--- src/sv/ile_pkg.sv ---
// Shared types and constants for the indexed list engine.
package ile_pkg;

  localparam int CAPACITY_DEF    = 64;
  localparam int VALUE_WIDTH_DEF = 32;
  localparam int POS_W           = 6;

  localparam logic [6:0] NONE_IDX = 7'h7F;

  typedef enum logic [3:0] {
    K_APPEND       = 4'd0,
    K_INSERT       = 4'd1,
    K_GET          = 4'd2,
    K_SET          = 4'd3,
    K_REMOVE_AT    = 4'd4,
    K_REMOVE_VALUE = 4'd5,
    K_FIRST_INDEX  = 4'd6,
    K_LAST_INDEX   = 4'd7,
    K_CONTAINS     = 4'd8,
    K_CLEAR        = 4'd9
  } kind_t;

  typedef enum logic [1:0] {
    ST_OK        = 2'd0,
    ST_RANGE     = 2'd1,
    ST_FULL      = 2'd2,
    ST_NOT_FOUND = 2'd3
  } status_t;

  typedef enum logic [1:0] {
    ACT_HOLD   = 2'd0,
    ACT_WRITE  = 2'd1,
    ACT_INSERT = 2'd2,
    ACT_REMOVE = 2'd3
  } act_t;

  typedef struct packed {
    act_t act;
    logic capture;
  } cell_ctl_t;

endpackage

--- src/sv/ile_cell.sv ---
// One list cell: holds an entry, shifts with its neighbors and compares against the key.
module ile_cell #(
  parameter int IDX         = 0,
  parameter int VALUE_WIDTH = ile_pkg::VALUE_WIDTH_DEF,
  parameter int IDX_W       = 6,
  parameter int CNT_W       = 7
) (
  input  logic                   clk,
  input  ile_pkg::cell_ctl_t     ctl,
  input  logic [IDX_W-1:0]       pivot,
  input  logic [VALUE_WIDTH-1:0] key,
  input  logic [VALUE_WIDTH-1:0] prev_value,
  input  logic [VALUE_WIDTH-1:0] next_value,
  input  logic [CNT_W-1:0]       count,
  output logic [VALUE_WIDTH-1:0] value,
  output logic [VALUE_WIDTH-1:0] sel_value,
  output logic                   match
);
  import ile_pkg::*;

  localparam logic [IDX_W-1:0] MY_IDX = IDX_W'(IDX);
  localparam logic [CNT_W-1:0] MY_POS = CNT_W'(IDX);

  assign sel_value = (pivot == MY_IDX) ? value : '0;

  always_ff @(posedge clk) begin
    unique case (ctl.act)
      ACT_HOLD: begin
      end
      ACT_WRITE: begin
        if (pivot == MY_IDX) value <= key;
      end
      ACT_INSERT: begin
        if (MY_IDX > pivot) value <= prev_value;
        else if (MY_IDX == pivot) value <= key;
      end
      ACT_REMOVE: begin
        if (MY_IDX >= pivot) value <= next_value;
      end
    endcase
    // Only cells below the count hold live entries.
    if (ctl.capture) match <= (MY_POS < count) && (value == key);
  end

endmodule

--- config.mk ---
export PLATFORM = sky130hd
export DESIGN_NAME = ile_cell
export DESIGN_NICKNAME = d
export VERILOG_FILES = /design/src/sv/ile_pkg.sv /design/src/sv/ile_cell.sv
export SDC_FILE = /design/constraint.sdc
export NUM_CORES = 1
export LEC_CHECK = 0
export ABC_AREA = 1
export BUFFER_PORTS_ARGS = -buffer_cell sky130_fd_sc_hd__buf_4
export CAP_MARGIN = 20
export CORE_MARGIN = 10
export CORE_UTILIZATION = 39
export CTS_BUF_LIST = sky130_fd_sc_hd__clkbuf_4 sky130_fd_sc_hd__clkbuf_8
export CTS_CLUSTER_SIZE = 16
export DETAILED_ROUTE_END_ITERATION = 16
export PLACE_DENSITY = 0.77
export SLEW_MARGIN = 10
export SYNTH_ARGS = -nofsm -noshare
export SYNTH_HDL_FRONTEND = slang
export SYNTH_SLANG_ARGS = --single-unit
export TNS_END_PERCENT = 1
--- constraint.sdc ---
create_clock -name clk -period 3 [get_ports clk]
set_clock_uncertainty 0.2 [all_clocks]
set_input_delay 0.6 -clock clk [delete_from_list [all_inputs] [get_ports clk]]
set_output_delay 0.6 -clock clk [all_outputs]
set_load 0.01 [all_outputs]
==> run_results.csv <==
group,metric,value,unit
synth,ys_async_sr_fraction,0,%
clock_tree,clk_latency,280,ps
placed_design,dpl.hpwl,6750,µm
detailed_routing,routed_via_density,4.64,
timing,period_share,82.8,%
setup_path,crit_fanout,22,
layout,stdcell_count,592,
hold_path,min_path_type,"in2reg",
setup_path,critical_path_arrival,1680,ps
detailed_routing,drt-total-wl,8250,µm
detailed_routing,routedWlPerCell,13.9,µm
layout,final_cell_mix,"buf_4 (150), nand2_1 (129), o21ai_1 (55), inv_1 (51), edfxtp_1 (33)",
grt,antenna_found_initial,0,
placed_design,gp_congestion,0.799,
grt,grt_max_degree,39,
clock_tree,cts_max_level,2,
clock_tree,cts_made_buffers,5,
power_and_ir_drop,total_leakage_power,1.99,nW
setup_path,crit_type,"in2out",
layout,regArea,991,µm²
die,floorplan.initialDensity,40.3,%
setup_path,reg2reg_from,"value[11]$_DFFE_PP_",
synth,avgSynthCellArea,6.88,µm²
clock_tree,cts_hold_buffers,0,
synth,ys_warn_count,0,
die,fp.dieH,101,µm
timing,tightestPinTransition,441,ps
layout,multi_input_area,1250,µm²
die,rows,29,
hold_path,hold_start,"ctl[0]",
setup_path,crit_start,"pivot[0]",
detailed_routing,first_pass_iters,4,
detailed_routing,drt-initial-drc-count,89,
grt,grt_overflow,0,
timing,hold_viol_final,0,
detailed_routing,vias,2744,
timing,drv_slew,0,
timing,period_needed,2480,ps
setup_path,cp-start-kind,"primary input",
synth,ys_seq_elements,33,
timing,tns,0,ps
detailed_routing,drc,0,
grt,grt_pass1_vias,2680,
layout,final_common_cell,"buf_4",
layout,drive_above_1_share,36.1,%
clock_tree,cts_resized,0,
clock_tree,cts_tree,"built",
grt,grt_use_total,15.2,%
layout,fin_nets,627,
die,coreArea,6350,µm²
detailed_routing,ant_nets,0,
clock_tree,clkSlewWorstSetupHoldPaths,60,ps
power_and_ir_drop,power.density,374,nW/µm²
timing,rsz0062_at_grt,"false",
clock_tree,cts.sinks,33,
synth,ys_seq_area_share,38.7,%
layout,fillers,610,
die,die_x,101,µm
timing,slew_headroom,70.6,%
flow_run,max_cap_viol_count,0,
synth,synth_nets,485,
synth,synth_edf_count,33,
layout,num_antenna_cells,0,
setup_path,required,2200,ps
timing,fmax,403,MHz
synth,syn_inst,372,
die,dieArea,10200,µm²
outcome,status,"finished clean",
setup_path,crit_top_cell,"buf_4",
synth,synth_area,2560,µm²
setup_path,rrSetupSlack,1510,ps
placed_design,port_buffers,145,
placed_design,place_inst,584,
setup_path,cp-end-kind,"primary output",
grt,grt_pass1_wl,12700,µm
setup_path,slowest_stage,"buf_4",
clock_tree,clockBufferDepth,2,
synth,synth_cell_type_count,18,
power_and_ir_drop,ir_drop,196,µV
clock_tree,root_buffer,"clkbuf_8",
die,ios,178,
clock_tree,post_cts_buffers,0,
setup_path,cp_cell_sequence,"buf_4, nor2_2, nand3_4, buf_4, nor2_1, buf_4",
synth,synth_ff_type,"edfxtp_1",
timing,setup_viol,0,
layout,synthToLayoutAreaGrowth,48.0,%
setup_path,slowest_delay,300,ps
[worst max-delay path, delay by kind of cell]
kind	cells	cell delay, ps
AND/OR/NAND/NOR	3	540
buffers and inverters	3	540
[sequential cells by signal, indices dropped and copies added, names as in the netlist]
| signal | cells |
|---|---|
| value | 32 |
| match | 1 |
[per-stage QoR]
stage                     area, µm²  worst slack [ps]  hold slack [ps]  total power [mW]  util [%]
final                          3790               516              320              1.42      59.7
after global routing           3790               385              309              1.51      59.7
after CTS                      3790               483              313              1.44      59.7
after detailed placement       3700               486              562              1.08      58.2
after global placement         3700               523              544              1.07      58.2
after floorplan                2560               365              512             0.854         -
[cell families after synthesis]
family / share of synthesized area (%)
XOR/XNOR: 4.11
AO/OA/AOI/OAI: 13.3
buffers and inverters: 13.0
flip-flops: 38.7
AND/OR/NAND/NOR: 30.9
[layer usage]
layer | vias up | wire [µm] | track usage [%]
li1 | 1441 | - | -
met1 | 1199 | 3440 | 18.2
met2 | 97 | 3950 | 25.1
met3 | 7 | 805 | 6.17
met4 | 0 | 57 | 3.22
met5 | - | 0 | 0
[path summary, 6_finish.rpt]
check | endpoint | depth (start not counted)
max | sel_value[13] | 6
min | match$_DFFE_PP_ | 1
max reg2reg | match$_DFFE_PP_ | 5
min reg2reg | value[24]$_DFFE_PP_ | 4
[Yosys cell counts (3+ instances only)]
cell | count | area, µm²
a21oi_1 | 10 | 50.1
buf_2 | 7 | 35.0
buf_6 | 8 | 90.1
edfxtp_1 | 33 | 991
inv_1 | 52 | 195
nand2_1 | 129 | 484
nand3_1 | 3 | 15.0
nor2_1 | 32 | 120
nor2_2 | 23 | 144
o21ai_0 | 3 | 15.0
o21ai_1 | 55 | 275
xnor2_1 | 11 | 96.3
[area by class of cell]
class                      instances  area share, %
clock buffer                       8           2.41
inverter                          52           5.15
multi-input combinational        270           33.0
tap                               77           2.54
sequential                        33           26.2
timing repair buffer             152           30.8
[where the power goes]
group	leakage, nW	internal (mW)	total (mW)	switching, mW
Clock	0.0498	0.192	0.351	0.159
Sequential	0.332	0.578	0.618	0.0404
Combinational	1.60	0.220	0.449	0.229
Total	1.99	0.989	1.42	0.428
No activity file was read; power rests on OpenSTA's default activity.
